## config.mk

```make
export PLATFORM = sky130hd
export DESIGN_NAME = fit_policy_block_allocator
export DESIGN_NICKNAME = d
export VERILOG_FILES = /design/src/rtl/fpba_pkg.sv /design/src/rtl/fpba_table.sv /design/src/rtl/fpba_ctrl.sv /design/src/rtl/fit_policy_block_allocator.sv
export SDC_FILE = /design/constraint.sdc
export NUM_CORES = 1
export LEC_CHECK = 0
export ABC_AREA = 1
export BUFFER_PORTS_ARGS = -buffer_cell sky130_fd_sc_hd__buf_2
export CAP_MARGIN = 10
export CELL_PAD_IN_SITES_DETAIL_PLACEMENT = 1
export CELL_PAD_IN_SITES_GLOBAL_PLACEMENT = 1
export CORE_ASPECT_RATIO = 0.75
export CORE_MARGIN = 3
export CORE_UTILIZATION = 50
export DETAILED_ROUTE_END_ITERATION = 10
export PLACE_DENSITY = 0.82
export SYNTH_ARGS = -nofsm -noshare
export SYNTH_HDL_FRONTEND = slang
export SYNTH_SLANG_ARGS = --single-unit
```

## constraint.sdc

```tcl
create_clock -name i_clk -period 4.9 [get_ports i_clk]
set_input_delay 0.245 -clock i_clk [delete_from_list [all_inputs] [get_ports i_clk]]
set_output_delay 0.245 -clock i_clk [all_outputs]
set_load 0.005 [all_outputs]
```

## src/rtl/fpba_pkg.sv

```systemverilog
package fpba_pkg;

    localparam int MAX_BLOCKS_DEF = 32;
    localparam int SIZE_BITS_DEF  = 16;

    localparam int INDEX_W  = 5;
    localparam int VALUE_W  = 16;
    localparam int POLICY_W = 2;
    localparam int COUNT_W  = 6;
    localparam int CFG_IDX_W = 1;
    localparam int TDATA_W  = 24;

    // opcodes
    localparam logic OP_LOAD  = 1'b0;
    localparam logic OP_ALLOC = 1'b1;

    // placement rules; the unused code falls back to first fit
    localparam logic [POLICY_W-1:0] POL_FIRST = 2'd0;
    localparam logic [POLICY_W-1:0] POL_BEST  = 2'd1;
    localparam logic [POLICY_W-1:0] POL_WORST = 2'd2;

    // register indexes
    localparam logic [CFG_IDX_W-1:0] CFG_POLICY = 1'b0;
    localparam logic [CFG_IDX_W-1:0] CFG_COUNT  = 1'b1;

    typedef struct packed {
        logic [POLICY_W-1:0] policy;
        logic [COUNT_W-1:0]  count;
    } t_cfg;

    typedef struct packed {
        logic               granted;
        logic [INDEX_W-1:0] chosen;
        logic [VALUE_W-1:0] remaining;
    } t_res;

endpackage

```

## src/rtl/fpba_table.sv

```systemverilog
module fpba_table #(
    parameter int DEPTH = fpba_pkg::MAX_BLOCKS_DEF,
    parameter int WIDTH = fpba_pkg::SIZE_BITS_DEF
) (
    input  logic                     i_clk,
    input  logic                     i_wr_en,
    input  logic [$clog2(DEPTH)-1:0] i_wr_addr,
    input  logic [WIDTH-1:0]         i_wr_data,
    input  logic [$clog2(DEPTH)-1:0] i_rd_addr,
    output logic [WIDTH-1:0]         o_rd_data
);
    import fpba_pkg::*;

    logic [WIDTH-1:0] r_mem [DEPTH];
    logic [WIDTH-1:0] r_rd_data;

    always_ff @(posedge i_clk) begin
        if (i_wr_en) begin
            r_mem[i_wr_addr] <= i_wr_data;
        end
    end

    always_ff @(posedge i_clk) begin
        r_rd_data <= r_mem[i_rd_addr];
    end

    assign o_rd_data = r_rd_data;

endmodule

```

## src/rtl/fpba_ctrl.sv

```systemverilog
module fpba_ctrl #(
    parameter int MAX_BLOCKS = fpba_pkg::MAX_BLOCKS_DEF,
    parameter int SIZE_BITS  = fpba_pkg::SIZE_BITS_DEF
) (
    input  logic                          i_clk,
    input  logic                          i_rst_n,
    input  fpba_pkg::t_cfg                i_cfg,
    input  logic                          i_in_valid,
    output logic                          o_in_ready,
    input  logic                          i_opcode,
    input  logic [fpba_pkg::INDEX_W-1:0]  i_index,
    input  logic [fpba_pkg::VALUE_W-1:0]  i_size,
    output logic                          o_wr_en,
    output logic [$clog2(MAX_BLOCKS)-1:0] o_wr_addr,
    output logic [SIZE_BITS-1:0]          o_wr_data,
    output logic [$clog2(MAX_BLOCKS)-1:0] o_rd_addr,
    input  logic [SIZE_BITS-1:0]          i_rd_data,
    output logic                          o_res_valid,
    input  logic                          i_res_ready,
    output fpba_pkg::t_res                o_res
);
    import fpba_pkg::*;

    localparam int IDX_W = $clog2(MAX_BLOCKS);

    typedef enum logic [2:0] {
        S_IDLE = 3'b001,
        S_SCAN = 3'b010,
        S_DONE = 3'b100
    } t_state;

    t_state r_state, n_state;
    logic [IDX_W-1:0]     r_cnt, n_cnt;
    logic [IDX_W-1:0]     r_last, n_last;
    logic [IDX_W-1:0]     r_pick, n_pick;
    logic [SIZE_BITS-1:0] r_best, n_best;
    logic [SIZE_BITS-1:0] r_req, n_req;
    logic                 r_found, n_found;

    logic                 accept;
    logic [31:0]          limit;
    logic [SIZE_BITS-1:0] size_in;
    logic                 fits, take, first_mode, stop;
    logic [SIZE_BITS-1:0] left;

    assign accept  = i_in_valid && (r_state == S_IDLE);
    assign size_in = SIZE_BITS'(i_size);
    assign limit   = (32'(i_cfg.count) > MAX_BLOCKS) ? 32'(MAX_BLOCKS) : 32'(i_cfg.count);

    // shared compare unit: one table entry per cycle
    assign first_mode = (i_cfg.policy != POL_BEST) && (i_cfg.policy != POL_WORST);
    assign fits = (i_rd_data >= r_req);
    always_comb begin
        take = 1'b0;
        if (fits) begin
            if (!r_found) begin
                take = 1'b1;
            end else if (i_cfg.policy == POL_BEST) begin
                take = (i_rd_data < r_best);
            end else if (i_cfg.policy == POL_WORST) begin
                take = (i_rd_data > r_best);
            end
        end
    end
    assign stop = (fits && first_mode) || (r_cnt == r_last);
    assign left = r_best - r_req;

    always_comb begin
        n_state = r_state;
        n_cnt   = r_cnt;
        n_last  = r_last;
        n_pick  = r_pick;
        n_best  = r_best;
        n_req   = r_req;
        n_found = r_found;
        unique case (r_state)
            S_IDLE: begin
                if (accept && (i_opcode == OP_ALLOC)) begin
                    n_req   = size_in;
                    n_found = 1'b0;
                    n_cnt   = '0;
                    n_pick  = '0;
                    n_last  = IDX_W'(limit - 32'd1);
                    n_state = (limit == 32'd0) ? S_DONE : S_SCAN;
                end
            end
            S_SCAN: begin
                if (take) begin
                    n_found = 1'b1;
                    n_pick  = r_cnt;
                    n_best  = i_rd_data;
                end
                if (stop) begin
                    n_state = S_DONE;
                end else begin
                    n_cnt = r_cnt + 1'b1;
                end
            end
            S_DONE: begin
                if (i_res_ready) begin
                    n_state = S_IDLE;
                end
            end
            default: n_state = S_IDLE;
        endcase
    end

    always_ff @(posedge i_clk) begin
        if (!i_rst_n) begin
            r_state <= S_IDLE;
            r_found <= 1'b0;
        end else begin
            r_state <= n_state;
            r_found <= n_found;
        end
        r_cnt  <= n_cnt;
        r_last <= n_last;
        r_pick <= n_pick;
        r_best <= n_best;
        r_req  <= n_req;
    end

    // read one ahead of the entry under test; the idle address primes entry zero
    always_comb begin
        if (r_state == S_SCAN && r_cnt != r_last) begin
            o_rd_addr = r_cnt + 1'b1;
        end else if (r_state == S_SCAN) begin
            o_rd_addr = r_cnt;
        end else begin
            o_rd_addr = '0;
        end
    end

    // table write: a load from idle, or the write-back of the granted block
    always_comb begin
        o_wr_en   = 1'b0;
        o_wr_addr = r_pick;
        o_wr_data = left;
        if (r_state == S_IDLE) begin
            o_wr_en   = accept && (i_opcode == OP_LOAD) && (32'(i_index) < MAX_BLOCKS);
            o_wr_addr = IDX_W'(i_index);
            o_wr_data = size_in;
        end else if (r_state == S_DONE) begin
            o_wr_en = r_found && i_res_ready;
        end
    end

    assign o_in_ready  = (r_state == S_IDLE);
    assign o_res_valid = (r_state == S_DONE);
    always_comb begin
        o_res = '0;
        if (r_found) begin
            o_res.granted   = 1'b1;
            o_res.chosen    = INDEX_W'(r_pick);
            o_res.remaining = VALUE_W'(left);
        end
    end

endmodule

```

## src/rtl/fit_policy_block_allocator.sv

```systemverilog
// Block allocator with first, best and worst fit placement.
//
// Slave stream: tuser carries the opcode (load or allocate), tdata the block
// index and the size. A load writes one table entry in its accept cycle and
// gives no output beat, so the next beat can follow at once. An allocate
// scans entries 0 .. N-1, N being min(block_count, MAX_BLOCKS), one entry per
// cycle through the single read port of the table and one compare unit; the
// first entry is read at the accept edge and first fit stops at the first
// entry that fits. The result passes from the scan state to the result
// state and then into the output register; a block_count of zero skips
// the scan. The slave side is not ready during the scan or in the result
// state, and takes the next beat once the result state has handed on its result.
// Master stream: tuser is the grant flag, tdata the block and size left.
// A one-beat output register sits on the master side; a stalled master
// holds the result there and the sequencer waits in its result state
// while that register is full and unread. Configuration writes are always taken.
// Reset returns the sequencer to idle, the policy to first fit and the
// block count to one; the table is not cleared and entries must be loaded
// before use.
module fit_policy_block_allocator #(
    parameter int MAX_BLOCKS = fpba_pkg::MAX_BLOCKS_DEF,
    parameter int SIZE_BITS  = fpba_pkg::SIZE_BITS_DEF
) (
    input  logic                            i_clk,
    input  logic                            i_rst_n,
    input  logic                            i_s_axis_tvalid,
    output logic                            o_s_axis_tready,
    input  logic [fpba_pkg::TDATA_W-1:0]    i_s_axis_tdata,  // block_index, size_value
    input  logic                            i_s_axis_tuser,  // opcode
    output logic                            o_m_axis_tvalid,
    input  logic                            i_m_axis_tready,
    output logic [fpba_pkg::TDATA_W-1:0]    o_m_axis_tdata,  // chosen_block, remaining_after
    output logic                            o_m_axis_tuser,  // granted
    input  logic                            i_cfg_valid,
    output logic                            o_cfg_ready,
    input  logic [fpba_pkg::CFG_IDX_W-1:0]  i_cfg_index,
    input  logic [fpba_pkg::COUNT_W-1:0]    i_cfg_data
);
    import fpba_pkg::*;

    localparam int IDX_W = $clog2(MAX_BLOCKS);

    t_cfg                 r_cfg;
    t_res                 r_out;
    logic                 r_out_valid;
    t_res                 res;
    logic                 res_valid, res_ready;
    logic                 wr_en;
    logic [IDX_W-1:0]     wr_addr, rd_addr;
    logic [SIZE_BITS-1:0] wr_data, rd_data;

    assign o_cfg_ready = 1'b1;

    always_ff @(posedge i_clk) begin
        if (!i_rst_n) begin
            r_cfg.policy <= POL_FIRST;
            r_cfg.count  <= COUNT_W'(1);
        end else if (i_cfg_valid) begin
            unique case (i_cfg_index)
                CFG_POLICY: r_cfg.policy <= i_cfg_data[POLICY_W-1:0];
                CFG_COUNT:  r_cfg.count  <= i_cfg_data;
                default:    ;
            endcase
        end
    end

    fpba_table #(
        .DEPTH (MAX_BLOCKS),
        .WIDTH (SIZE_BITS)
    ) u_table (
        .i_clk     (i_clk),
        .i_wr_en   (wr_en),
        .i_wr_addr (wr_addr),
        .i_wr_data (wr_data),
        .i_rd_addr (rd_addr),
        .o_rd_data (rd_data)
    );

    fpba_ctrl #(
        .MAX_BLOCKS (MAX_BLOCKS),
        .SIZE_BITS  (SIZE_BITS)
    ) u_ctrl (
        .i_clk       (i_clk),
        .i_rst_n     (i_rst_n),
        .i_cfg       (r_cfg),
        .i_in_valid  (i_s_axis_tvalid),
        .o_in_ready  (o_s_axis_tready),
        .i_opcode    (i_s_axis_tuser),
        .i_index     (i_s_axis_tdata[INDEX_W-1:0]),
        .i_size      (i_s_axis_tdata[INDEX_W+VALUE_W-1:INDEX_W]),
        .o_wr_en     (wr_en),
        .o_wr_addr   (wr_addr),
        .o_wr_data   (wr_data),
        .o_rd_addr   (rd_addr),
        .i_rd_data   (rd_data),
        .o_res_valid (res_valid),
        .i_res_ready (res_ready),
        .o_res       (res)
    );

    // output register
    assign res_ready = !r_out_valid || i_m_axis_tready;

    always_ff @(posedge i_clk) begin
        if (!i_rst_n) begin
            r_out_valid <= 1'b0;
        end else if (res_ready) begin
            r_out_valid <= res_valid;
        end
        if (res_ready && res_valid) begin
            r_out <= res;
        end
    end

    assign o_m_axis_tvalid = r_out_valid;
    assign o_m_axis_tuser  = r_out.granted;
    assign o_m_axis_tdata  = {(TDATA_W-INDEX_W-VALUE_W)'(0), r_out.remaining, r_out.chosen};

    // a load never gives a beat
    a_load_silent: assert property (@(posedge i_clk) disable iff (!i_rst_n)
        (i_s_axis_tvalid && o_s_axis_tready && i_s_axis_tuser == OP_LOAD
            && !o_m_axis_tvalid) |=> !o_m_axis_tvalid)
        else $error("output beat after a load");

    // an allocate holds off the slave side while it scans
    a_alloc_busy: assert property (@(posedge i_clk) disable iff (!i_rst_n)
        (i_s_axis_tvalid && o_s_axis_tready && i_s_axis_tuser == OP_ALLOC)
            |=> !o_s_axis_tready)
        else $error("slave ready during a scan");

    // a refused request reports zero block and zero size
    a_refused_zero: assert property (@(posedge i_clk) disable iff (!i_rst_n)
        (o_m_axis_tvalid && !o_m_axis_tuser) |-> (o_m_axis_tdata == '0))
        else $error("refused request with non-zero data");

endmodule
```

* After elaboration in Yosys (flattened, before gate mapping) *
Memories as Yosys holds them, arrays and structs flattened. A register that Yosys moved wholly into a read port is not among the register bits.
Index checks and enable logic that the tools add are counted.
W data, S select, Z words.

operators by class
  equal/unequal tests = 14
  add/subtract/negate cells = 3
  reduce and logical (&&, ||, !) cells = 20
  magnitude comparators = 4
  bitwise gates (word level) = 2
  multiplexer cells = 27

operator list
  kind                   count
  $logic_not A32 Y1      1
  $mux W5                6
  $mux W22               1
  $pmux W5 S2            2
  $ge A16 B16 Y1         1
  $gt A16 B16 Y1         1
  $lt A16 B16 Y1         1
  $mux W16               1
  $sub A16 B16 Y16       1
  $mux W3                4
  $mux W1                10
  $ne A2 B1 Y1 const B   5
  $pmux W3 S3            1
  $reduce_and A3 Y1      3
  $logic_and A1 B1 Y1    8
  $reduce_and A2 Y1      4
  $gt A6 B6 Y1 const B   1
  $mux W6                1
  $add A5 B1 Y5 const B  1
  $eq A5 B5 Y1           1
  $ne A5 B5 Y1           1
  $sub A5 B1 Y5 const B  1
  $ne A2 B2 Y1 const B   2
  $eq A3 B1 Y1 const B   1
  other kinds (9)        11

word-level totals
  memory bits (writable) = 512
  logic and storage cells = 84
  memories = 1
  register bits after elaboration = 82
  output and inout port bits = 28

memory list
  name           depth  width  read ports  clocked after memory_dff  wr ports  line              source
  u_table.r_mem  32     16     1           1                         1         fpba_table.sv:14  logic [WIDTH-1:0] r_mem [DEPTH];

* Logic depth before layout (Yosys ltp) *
Gate-level depths: netlist of run 1.

  word-level depth = 7
  gate-level depth with buffers = 18

* Modules after synthesis *
Synthesis of run 1 repeated with hierarchy kept, for this count alone.

unflattened totals
  cells, all modules = 2368
  area total of the unflattened synthesis = 26347.8 µm²

by module, submodules not included
  module                      seq. area each (µm²)  area each (µm²)  times used  cells each
  fpba_table                  15695.1               21301.7          1           1794
  fpba_ctrl                   1491.4                4006.3           1           499
  fit_policy_block_allocator  840.8                 1039.7           1           75

* Worst setup path before layout of run 1 *
Ideal clock, no wire load.

  kind = reg2reg
  start = register u_ctrl.r_req[0]
  end = memory u_table.r_mem[0][10] in the netlist's numbering (data pin)
  library setup time = 0.454 ns
  buffers on the path = 0
  data required time = 4.446 ns
  arrival = 3.296 ns
  stages on the path, launching flop included = 9
  path slack = 1.150 ns
  cells stage by stage = edfxtp_1 ha_1 fa_1 o21ai_0 a21oi_1 o21ai_0 a21oi_1 xor2_1 o21ai_0

between the ends
  longest elaborated chain between the ends = 2

RTL lines
  what                      line              source
  start: declaration        fpba_ctrl.sv:37   logic [SIZE_BITS-1:0] r_req, n_req;
  start signal: assignment  fpba_ctrl.sv:120  r_req <= n_req;
  $sub A16 B16 Y16          fpba_ctrl.sv:66   assign left = r_best - r_req;
  $mux W16                  fpba_ctrl.sv:139  if (r_state == S_IDLE) begin
  net u_ctrl.o_wr_data[10]  fpba_ctrl.sv:15   output logic [SIZE_BITS-1:0] o_wr_data,
  end: declaration          fpba_table.sv:14

The timed path passes the listed nets, and every way through them passes these cells.

* Worst setup path in the final report of run 1 *
  start = register u_ctrl.r_state[2]
  end = register u_table.r_rd_data[14] (netlist: u_table.o_rd_data[14]) (read register of u_table.r_mem)

between the ends
  longest elaborated chain between the ends = 3

RTL lines
  what                                            line                                source
  start: declaration                              fpba_ctrl.sv:32                     t_state r_state, n_state;
  start signal: assignment                        fpba_ctrl.sv:113                    r_state <= n_state;
  $eq A3 B2 Y1 *                                  fpba_ctrl.sv:125, fpba_ctrl.sv:127
  $mux W5 or $logic_and A1 B1 Y1 (tied branches)  fpba_ctrl.sv:127, fpba_ctrl.sv:125
  $mux W5 *                                       fpba_ctrl.sv:125                    if (r_state == S_SCAN && r_cnt != r_last) begin
  end: declaration                                fpba_table.sv:15                    logic [WIDTH-1:0] r_rd_data;

Mark *: on every way between the ends. The rest lies on a longest branch, timed or not.
A chain may end at the register's enable or synchronous reset.

==> flow_metrics.env, run 1 <==
export IMPL_synth_top_family_by_area="simple AND/OR/NAND/NOR gates"
export IMPL_cts_made_buffers=58
export IMPL_ctsHtreeMaxLevel=2
export IMPL_grt_max_degree=171
export IMPL_cp_required_ns=5.41
export IMPL_utilization_pct=56.6
export IMPL_synthDistinctLibCells=38
export IMPL_finalNetCount=2747
export IMPL_synth_cell_area_um2=27700
export IMPL_fp_dieW_um=278
export IMPL_place_ws_ns=1.25
export IMPL_cp_arrival_ns=4.37
export IMPL_die_area_um2=58300
export IMPL_grt_busiest_layer="met2"
export IMPL_power_mw=16.4
export IMPL_ys_warn_count=0
export IMPL_synthArstFlopShare_pct=0
export IMPL_fin_worst_skew_ns=0.0128
export IMPL_drc=0
export IMPL_r2r_end="u_table.o_rd_data[14]$_DFF_P_"
export IMPL_slew_limit_headroom_pct=23.2
export IMPL_post_cts_resized=0
export IMPL_antenna_found_initial=4
export IMPL_final_antenna_net_count=0
export IMPL_first_pass_iters=5
export IMPL_cp_start_kind="flop"
export IMPL_synth_edff_count=581
export IMPL_r2r_setup_slack_ns=1.04
export IMPL_worst_hold_slack_ns=0.0616
export IMPL_die_h_um=210
export IMPL_worst_pin_slew_ns=1.15
export IMPL_cp_end_kind="flop"
export IMPL_drive_above_1_share_pct=9.17
export IMPL_synthMuxAreaShare_pct=0
export IMPL_vias=20300
export IMPL_seq_area_frac_synth_pct=65.1
export IMPL_min_to="r_cfg[6]$_SDFFE_PN0P_"
export IMPL_cts_root_buf="clkbuf_16"
export IMPL_use_met1_pct=38.3
export IMPL_cts_setup_buffers=0
export IMPL_hp_start="i_cfg_valid"
export IMPL_synth_compound_area_share_pct=1.84
export IMPL_dp_cells=3292
export IMPL_cp_max_fo=130
export IMPL_cts_tree="yes"
export IMPL_final_common_cell="nand2_1"
export IMPL_grt_pass1_vias=21600
export IMPL_met3_usage_pct=5.26
export IMPL_synth_simple_gate_area_share_pct=23.3
export IMPL_power_density_nw_per_um2=531
export IMPL_reg2reg_from="u_ctrl.r_state[2]$_SDFFE_PN0P_"
export IMPL_portBuffers=57
export IMPL_synth_xor_area_share_pct=0.660
export IMPL_clk_path_buf_depth=3
export IMPL_min_period_over_period_pct=78.7
export IMPL_ys_flop_type="edfxtp_1"
export IMPL_cts_sinks=610
export IMPL_drt_iter0_drc=2452
export IMPL_min_period_ns=3.86
export IMPL_placed_cell_area_um2=28800
export IMPL_final_area_um2=30900
export IMPL_pin_count=65
export IMPL_gp_congestion=0.858
export IMPL_synth_fa_ha_area_share_pct=2.42
export IMPL_grt_util_all_layers_pct=28.7
export IMPL_syn_area_per_cell_um2=10.7
export IMPL_syn_to_final_growth_pct=11.7
export IMPL_ir_drop_mv=0.334
export IMPL_worst_setup_path_type="flop to flop"
export IMPL_initial_core_util_pct=50.7
export IMPL_r2r_cells=14
export IMPL_syn_inst=2590
export IMPL_synth_seq_cells=610
export IMPL_status="finished clean"
export IMPL_mostFrequentLayoutCells="nand2_1, edfxtp_1, nand3_1"
export IMPL_stdcell_count=3427
export IMPL_rsz0062_at_grt="false"
export IMPL_whs_path_depth=5
export IMPL_grt_util_met2_pct=47.8
export IMPL_final_hold_violation_count=0
export IMPL_fin_setup_tns_ns=0
export IMPL_fillers=5777
export IMPL_routed_wirelength_um=84300
export IMPL_maxSlewViolCount=0
export IMPL_overflow=0
export IMPL_wl_per_cell_um=24.6
export IMPL_p_leak_nw=12.4
export IMPL_setup_viol=0
export IMPL_dp_final_hpwl_um=47800
export IMPL_clk_latency_ns=0.63
export IMPL_layout_setup_ws_ns=1.04
export IMPL_path_clk_slew_ns=0.07
export IMPL_core_region_area_um2=54600
export IMPL_max_clock_freq_ghz=0.259
export IMPL_row_count=74
export IMPL_hold_class="input pin to flop"
export IMPL_holdBufCountCts=26
export IMPL_grt_pass1_wl_um=127000
export IMPL_maxCapViolations=0
export IMPL_vias_per_cell=5.91
-- power breakdown --
| group | switching, mW | total, mW | leakage (nW) | internal, mW |
|---|---|---|---|---|
| registers | 0.198 | 7.11 | 5.50 | 6.91 |
| clock network | 2.02 | 4.58 | 0.899 | 2.55 |
| logic | 3.66 | 4.72 | 6.04 | 1.07 |
-- cells in the mapped netlist (8+ instances only) --
| cell type | n | area, um^2 |
|---|---|---|
| clkbuf_1 | 34 | 128 |
| nor3_1 | 10 | 50.1 |
| nor2_1 | 83 | 312 |
| nand4_1 | 9 | 56.3 |
| inv_1 | 276 | 1040 |
| nand2_1 | 644 | 2420 |
| dfxtp_1 | 29 | 581 |
| buf_2 | 60 | 300 |
| edfxtp_1 | 581 | 17400 |
| buf_4 | 34 | 255 |
| a21oi_1 | 36 | 180 |
| nand3_1 | 481 | 2410 |
| xor2_1 | 11 | 96.3 |
| buf_1 | 14 | 52.6 |
| o21ai_0 | 40 | 200 |
| ha_1 | 52 | 651 |
| xnor2_1 | 8 | 70.1 |
| nand3b_1 | 146 | 1100 |
-- flip-flops by register name, summed over array words and instances (netlist names) --
register / cells
u_table.o_rd_data: 16
o_m_axis_tvalid: 1
u_table.r_mem: 512
u_ctrl.r_pick: 5
o_m_axis_tdata: 21
u_ctrl.r_last: 5
r_cfg: 8
u_ctrl.r_state: 3
u_ctrl.r_best: 16
u_ctrl.r_found: 1
o_m_axis_tuser: 1
u_ctrl.r_req: 16
u_ctrl.r_cnt: 5
-- logic make-up after synthesis --
group,count (synthesis)
and+or+nand+nor,1385
adders and majority gates,53
DFF,610
buffers and inverters,427
AOI/OAI and AO/OA,93
other,2
xor gates and xnor gates,20
-- worst max path at each step --
stage / start / endpoint / slack [ns] / depth (start not counted)
after floorplan: u_ctrl.r_req[0]$_DFFE_PP_ / u_table.r_mem[0][10]$_DFFE_PP_ / 1.15 / 8
after global placement: u_ctrl.r_state[0]$_SDFFE_PN1P_ / u_table.o_rd_data[14]$_DFF_P_ / 1.45 / 15
after detailed placement: u_ctrl.r_state[0]$_SDFFE_PN1P_ / u_table.o_rd_data[14]$_DFF_P_ / 1.25 / 14
after CTS: u_ctrl.r_state[0]$_SDFFE_PN1P_ / u_table.o_rd_data[14]$_DFF_P_ / 1.15 / 14
after global routing: u_ctrl.r_state[2]$_SDFFE_PN0P_ / u_table.o_rd_data[14]$_DFF_P_ / 0.80 / 14
final: u_ctrl.r_state[2]$_SDFFE_PN0P_ / u_table.o_rd_data[14]$_DFF_P_ / 1.04 / 14
-- layer usage --
| layer | wire length (um) | part of all wire (%) | up-vias |
|---|---|---|---|
| met5 | 13 | 0.015 | - |
| met4 | 2440 | 2.9 | 2 |
| met3 | 7270 | 8.6 | 172 |
| met2 | 40800 | 48 | 895 |
| met1 | 33700 | 40 | 10300 |
| li1 | - | - | 8945 |
-- final cells by class --
cell class              instances  area (um^2)  share of cell area, %
clock inverters                31          317                   1.02
repair buffers                150         1120                   3.62
diodes                          1         2.50                0.00809
flip-flops and latches        610        18000                   58.3
well taps                     722          903                   2.92
multi-input cells            1555         7930                   25.7
inverters                     282         1060                   3.43
clock buffers                  76         1560                   5.05
-- critical path, stage by stage, from the launching register on --
cell and delay, ns:
dfxtp_1 0.37, inv_1 0.09, nand3_1 0.35, inv_1 0.22, nand2_1 0.24, nand2_8 0.24
nand2_8 0.68, buf_4 0.58, nand2_1 0.15, nand3_1 0.11, nand3_1 0.09, nand3_1 0.17
nand2_1 0.09, nand2_1 0.14, nand2_1 0.08
Note: power is estimated with default switching activity, not from simulation.
==> inputs of run 2 (changes only) <==
==> constraint.sdc (replaced) <==
create_clock -name i_clk -period 3.6 [get_ports i_clk]
set_input_delay 0.18 -clock i_clk [delete_from_list [all_inputs] [get_ports i_clk]]
set_output_delay 0.18 -clock i_clk [all_outputs]
set_load 0.005 [all_outputs]
==> flow_metrics.env, run 2 (synthesis results as in run 1) <==
export IMPL_fin_worst_skew_ns=0.0210
export IMPL_die_area_um2=58300
export IMPL_cp_required_ns=4.16
export IMPL_core_region_area_um2=54600
export IMPL_place_ws_ns=0.271
export IMPL_stdcell_count=3448
export IMPL_pwr_share_seq_pct=43.1
export IMPL_power_switching_mw=8.03
export IMPL_grt_pass1_vias=21800
export IMPL_grt_max_degree=144
export IMPL_power_density_nw_per_um2=720
export IMPL_p_leak_nw=12.6
export IMPL_cts_tree="yes"
export IMPL_dp_cells=3309
export IMPL_rsz0062_at_grt="false"
export IMPL_syn_to_final_growth_pct=12.6
export IMPL_grt_util_all_layers_pct=28.9
export IMPL_maxSlewViolCount=0
export IMPL_fillers=5824
export IMPL_whs_path_depth=3
export IMPL_worst_pin_slew_ns=1.16
export IMPL_cts_made_buffers=58
export IMPL_cp_end_kind="flop"
export IMPL_cell_internal_pwr_mw=14.4
export IMPL_pin_count=65
export IMPL_vias_per_cell=5.88
export IMPL_r2r_setup_slack_ns=0.49
export IMPL_p_sw_share_pct=35.8
export IMPL_routed_wirelength_um=83900
export IMPL_p_clk_share_pct=27.5
export IMPL_ir_drop_mv=0.583
export IMPL_use_met1_pct=39.1
export IMPL_grt_pass1_wl_um=129000
export IMPL_final_area_um2=31200
export IMPL_clk_latency_ns=0.64
export IMPL_fp_dieW_um=278
export IMPL_fin_setup_tns_ns=0
export IMPL_vias=20300
export IMPL_mostFrequentLayoutCells="nand2_1, edfxtp_1, nand3_1"
export IMPL_wl_per_cell_um=24.3
export IMPL_grt_busiest_layer="met2"
export IMPL_overflow=0
export IMPL_slew_limit_headroom_pct=22.6
export IMPL_grt_util_met2_pct=47.7
export IMPL_final_hold_violation_count=0
export IMPL_final_antenna_net_count=0
export IMPL_placed_cell_area_um2=29000
export IMPL_r2r_end="u_table.o_rd_data[2]$_DFF_P_"
export IMPL_cts_sinks=610
export IMPL_finalNetCount=2765
export IMPL_max_clock_freq_ghz=0.322
export IMPL_r2r_cells=16
export IMPL_path_clk_slew_ns=0.07
export IMPL_drt_iter0_drc=2463
export IMPL_die_h_um=210
export IMPL_initial_core_util_pct=50.7
export IMPL_met3_usage_pct=5.54
export IMPL_dp_final_hpwl_um=49000
export IMPL_ctsHtreeMaxLevel=2
export IMPL_largest_reg_flops=512
export IMPL_drive_above_1_share_pct=9.83
export IMPL_worst_setup_path_type="flop to flop"
export IMPL_reg2reg_from="u_ctrl.r_cnt[3]$_SDFFCE_PN0P_"
export IMPL_portBuffers=57
export IMPL_row_count=74
export IMPL_first_pass_iters=6
export IMPL_setup_viol=0
export IMPL_status="finished clean"
export IMPL_comb_power_share_pct=29.3
export IMPL_utilization_pct=57.1
export IMPL_min_to="r_cfg[4]$_SDFFE_PN0P_"
export IMPL_drc=0
export IMPL_layout_setup_ws_ns=0.491
export IMPL_min_period_ns=3.11
export IMPL_min_period_over_period_pct=86.4
export IMPL_hp_start="i_cfg_valid"
export IMPL_final_common_cell="nand2_1"
export IMPL_cp_arrival_ns=3.67
export IMPL_cts_root_buf="clkbuf_16"
export IMPL_regMostFlops="u_table.r_mem"
export IMPL_hold_class="input pin to flop"
export IMPL_gp_congestion=0.871
export IMPL_post_cts_resized=0
export IMPL_cp_max_fo=78
export IMPL_clk_path_buf_depth=3
export IMPL_cp_start_kind="flop"
export IMPL_antenna_found_initial=6
export IMPL_maxCapViolations=0
[run 2: cell count changes in the layout (fill, tap and decap cells not counted), sizes merged]
cell | before | now
buf | 124 | 140
bufinv | 6 | 4
clkbuf | 76 | 79
clkinv | 19 | 24
clkinvlp | 6 | 3
dlygate4sd3 | 26 | 28
[run 2: worst max-delay path by stage]
| stage | start | to | depth (start not counted) |
|---|---|---|---|
| finish | u_ctrl.r_cnt[3]$_SDFFCE_PN0P_ | u_table.o_rd_data[2]$_DFF_P_ | 16 |
| detailed placement | u_ctrl.r_cnt[3]$_SDFFCE_PN0P_ | u_table.o_rd_data[13]$_DFF_P_ | 15 |
| global route | u_ctrl.r_req[0]$_DFFE_PP_ | u_table.r_mem[7][10]$_DFFE_PP_ | 10 |
| floorplan | u_ctrl.r_req[0]$_DFFE_PP_ | u_table.r_mem[0][8]$_DFFE_PP_ | 7 |
| CTS | u_ctrl.r_cnt[3]$_SDFFCE_PN0P_ | u_table.o_rd_data[13]$_DFF_P_ | 15 |
| global placement | u_ctrl.r_cnt[0]$_SDFFCE_PN0P_ | u_table.o_rd_data[5]$_DFF_P_ | 15 |
[run 2: through the flow]
step | power, mW | hold slack, ns
2_1_floorplan | 13.5 | 0.279
3_3_place_gp | 15.7 | 0.376
3_5_place_dp | 16.2 | 0.375
4_1_cts | 22.4 | 0.0326
5_1_grt | 23.4 | 0.0927
6_report | 22.5 | 0.0766
[run 2: worst max-delay path, stage by stage, from the launching register on]
cell and delay, ns:
edfxtp_1 0.44, inv_2 0.09, nand2_1 0.08, nand2_1 0.09, nor2_4 0.21, nand3_4 0.19
nand2_8 0.33, nand2_8 0.23, buf_12 0.29, buf_12 0.22, nand2_1 0.09, nand3_1 0.10
nand3_1 0.13, nand3_1 0.19, nand2_1 0.12, nand2_1 0.07, nand2_1 0.09
[run 2: layer usage]
layer / wire length (um) / vias to the layer above
met5: 13 / -
met4: 2370 / 2
met3: 6630 / 163
met2: 40000 / 802
met1: 34900 / 10300
li1: - / 8998
[run 2: power by group through the flow]
stage / clock [mW] / sequential, mW / combinational [mW]
2_1_floorplan: 0 / 9.78 / 3.68
3_3_place_gp: 0 / 9.79 / 5.93
3_5_place_dp: 0 / 9.82 / 6.34
4_1_cts: 6.25 / 9.68 / 6.46
5_1_grt: 6.54 / 9.72 / 7.15
6_report: 6.19 / 9.69 / 6.58
[run 2: cell type report]
cell class              count  area, um^2  area share [%]
inverters                 282        1060            3.40
flip-flops and latches    610       18000            57.8
diodes                      1        2.50         0.00803
multi-input cells        1555        7930            25.4
well taps                 722         903            2.90
clock buffers              79        1630            5.24
clock inverters            31         255           0.819
repair buffers            168        1360            4.36
[run 2: timing repair]
action	CTS	global route
hold endpoints to repair	28	0
setup buffers	0	0
setup endpoints to repair	0	8
hold buffers	28	0
==> inputs of run 3 (changes only) <==
--- a/config.mk
+++ b/config.mk
@@ -6,14 +6,14 @@
 export NUM_CORES = 1
 export LEC_CHECK = 0
 export ABC_AREA = 1
-export BUFFER_PORTS_ARGS = -buffer_cell sky130_fd_sc_hd__buf_2
 export CAP_MARGIN = 10
 export CELL_PAD_IN_SITES_DETAIL_PLACEMENT = 1
 export CELL_PAD_IN_SITES_GLOBAL_PLACEMENT = 1
 export CORE_ASPECT_RATIO = 0.75
 export CORE_MARGIN = 3
-export CORE_UTILIZATION = 50
+export CORE_UTILIZATION = 51
 export DETAILED_ROUTE_END_ITERATION = 10
+export DONT_BUFFER_PORTS = 1
 export PLACE_DENSITY = 0.82
 export SYNTH_ARGS = -nofsm -noshare
 export SYNTH_HDL_FRONTEND = slang
==> flow_metrics.env, run 3 (synthesis results as in run 1) <==
export IMPL_drt_iter0_drc=2509
export IMPL_status="finished clean"
export IMPL_r2r_cells=15
export IMPL_setup_viol=0
export IMPL_num_antenna_cells=0
export IMPL_stdcell_count=3373
export IMPL_antenna_found_initial=3
export IMPL_rsz0062_at_grt="false"
export IMPL_wl_per_cell_um=25.4
export IMPL_mostFrequentLayoutCells="nand2_1, edfxtp_1, nand3_1"
export IMPL_grt_pass1_vias=21800
export IMPL_placed_cell_area_um2=28600
export IMPL_fillers=5612
export IMPL_cp_end_kind="flop"
export IMPL_regMostFlops="u_table.r_mem"
export IMPL_cts_sinks=610
export IMPL_finalNetCount=2707
export IMPL_maxSlewViolCount=0
export IMPL_die_h_um=208
export IMPL_ctsHtreeMaxLevel=2
export IMPL_power_mw=22.3
export IMPL_die_area_um2=57100
export IMPL_cp_arrival_ns=3.88
export IMPL_pin_count=65
export IMPL_dp_cells=3236
export IMPL_dp_final_hpwl_um=48500
export IMPL_grt_pass1_wl_um=129000
export IMPL_fp_dieW_um=275
export IMPL_overflow=0
export IMPL_ir_drop_mv=0.435
export IMPL_cp_max_fo=126
export IMPL_final_area_um2=30800
export IMPL_vias_per_cell=6.03
export IMPL_r2r_setup_slack_ns=0.28
export IMPL_p_leak_nw=12.3
export IMPL_worst_hold_slack_ns=0.103
export IMPL_cts_root_buf="clkbuf_16"
export IMPL_core_region_area_um2=53300
export IMPL_final_antenna_net_count=0
export IMPL_worst_pin_slew_ns=1.19
export IMPL_fin_worst_skew_ns=0.0259
export IMPL_gp_congestion=0.868
export IMPL_cts_tree="yes"
export IMPL_min_period_ns=3.32
export IMPL_row_count=73
export IMPL_cp_required_ns=4.16
export IMPL_initial_core_util_pct=51.9
export IMPL_whs_path_depth=3
export IMPL_min_period_over_period_pct=92.1
export IMPL_portBuffers=0
export IMPL_maxCapViolations=0
export IMPL_grt_max_degree=160
export IMPL_path_clk_slew_ns=0.06
export IMPL_final_hold_violation_count=0
export IMPL_clk_latency_ns=0.63
export IMPL_largest_reg_flops=512
export IMPL_cp_start_kind="flop"
export IMPL_cts_made_buffers=58
export IMPL_routed_wirelength_um=85800
export IMPL_first_pass_iters=5
export IMPL_final_common_cell="nand2_1"
export IMPL_power_density_nw_per_um2=724
export IMPL_grt_util_all_layers_pct=30.0
export IMPL_vias=20300
export IMPL_clk_path_buf_depth=3
export IMPL_drive_above_1_share_pct=7.44
export IMPL_worst_setup_path_type="flop to flop"
export IMPL_max_clock_freq_ghz=0.301
export IMPL_cts_setup_buffers=0
export IMPL_slew_limit_headroom_pct=20.6
export IMPL_fin_setup_tns_ns=0
export IMPL_syn_to_final_growth_pct=11.2
export IMPL_hold_class="input pin to flop"
export IMPL_post_cts_resized=0
export IMPL_drc=0
## run 3: area by class of cell
| type | count | area [um^2] | share of cell area, % |
|---|---|---|---|
| inverter | 282 | 1060 | 3.45 |
| multi-input combinational | 1555 | 7930 | 25.8 |
| sequential | 610 | 18000 | 58.6 |
| clock inverter | 36 | 292 | 0.947 |
| tap | 712 | 891 | 2.89 |
| clock buffer | 68 | 1510 | 4.91 |
| timing repair buffer | 110 | 1060 | 3.46 |
## run 3: worst paths after layout
check	to	start
setup / recovery	u_table.o_rd_data[7]$_DFF_P_	u_ctrl.r_state[0]$_SDFFE_PN1P_
hold / removal	r_cfg[1]$_SDFFE_PN0P_	i_cfg_valid
hold reg to reg	u_ctrl.r_best[8]$_DFFE_PP_	u_table.o_rd_data[8]$_DFF_P_
setup reg to reg	u_table.o_rd_data[7]$_DFF_P_	u_ctrl.r_state[0]$_SDFFE_PN1P_
## run 3: critical path: stages (launching register included)
cell and delay, ns:
dfxtp_1 0.34, inv_1 0.08, nand3_1 0.38, inv_1 0.21
nand2_1 0.24, nand2_8 0.10, nand2_8 0.30, buf_12 0.49
nand2_1 0.11, nand2_1 0.08, nand2_1 0.05, nand3_1 0.10
nand3_1 0.23, nand2_1 0.17, nand2_1 0.11, nand2_1 0.11
## run 3: through the flow
step                utilization (%)  setup WS [ns]
CTS                            57.7          0.374
global route                   57.7         0.0741
finish                         57.7          0.283
global placement               53.7          0.538
detailed placement             53.7          0.408
floorplan                         -         0.0119
## run 3: repair_timing
item / in CTS / in global routing
endpoints found under the hold margin: 29 / 0
hold buffers: 32 / 0
endpoints found under the setup margin: 0 / 0
## run 3: report_power, final
part	leakage [nW]	switching (mW)	internal, mW	total, mW
sequential	5.50	0.312	9.41	9.72
combinational	5.93	5.00	1.50	6.50
clock	0.889	2.72	3.33	6.06
total	12.3	8.04	14.2	22.3
## run 3: routing by layer
layer	up-vias	part of all wire (%)	global-route usage, %
met1	10300	40	39.9
met4	6	4.2	12.8
met5	-	0.17	2.29
met2	940	47	47.4
li1	8883	-	-
met3	248	8.9	6.67
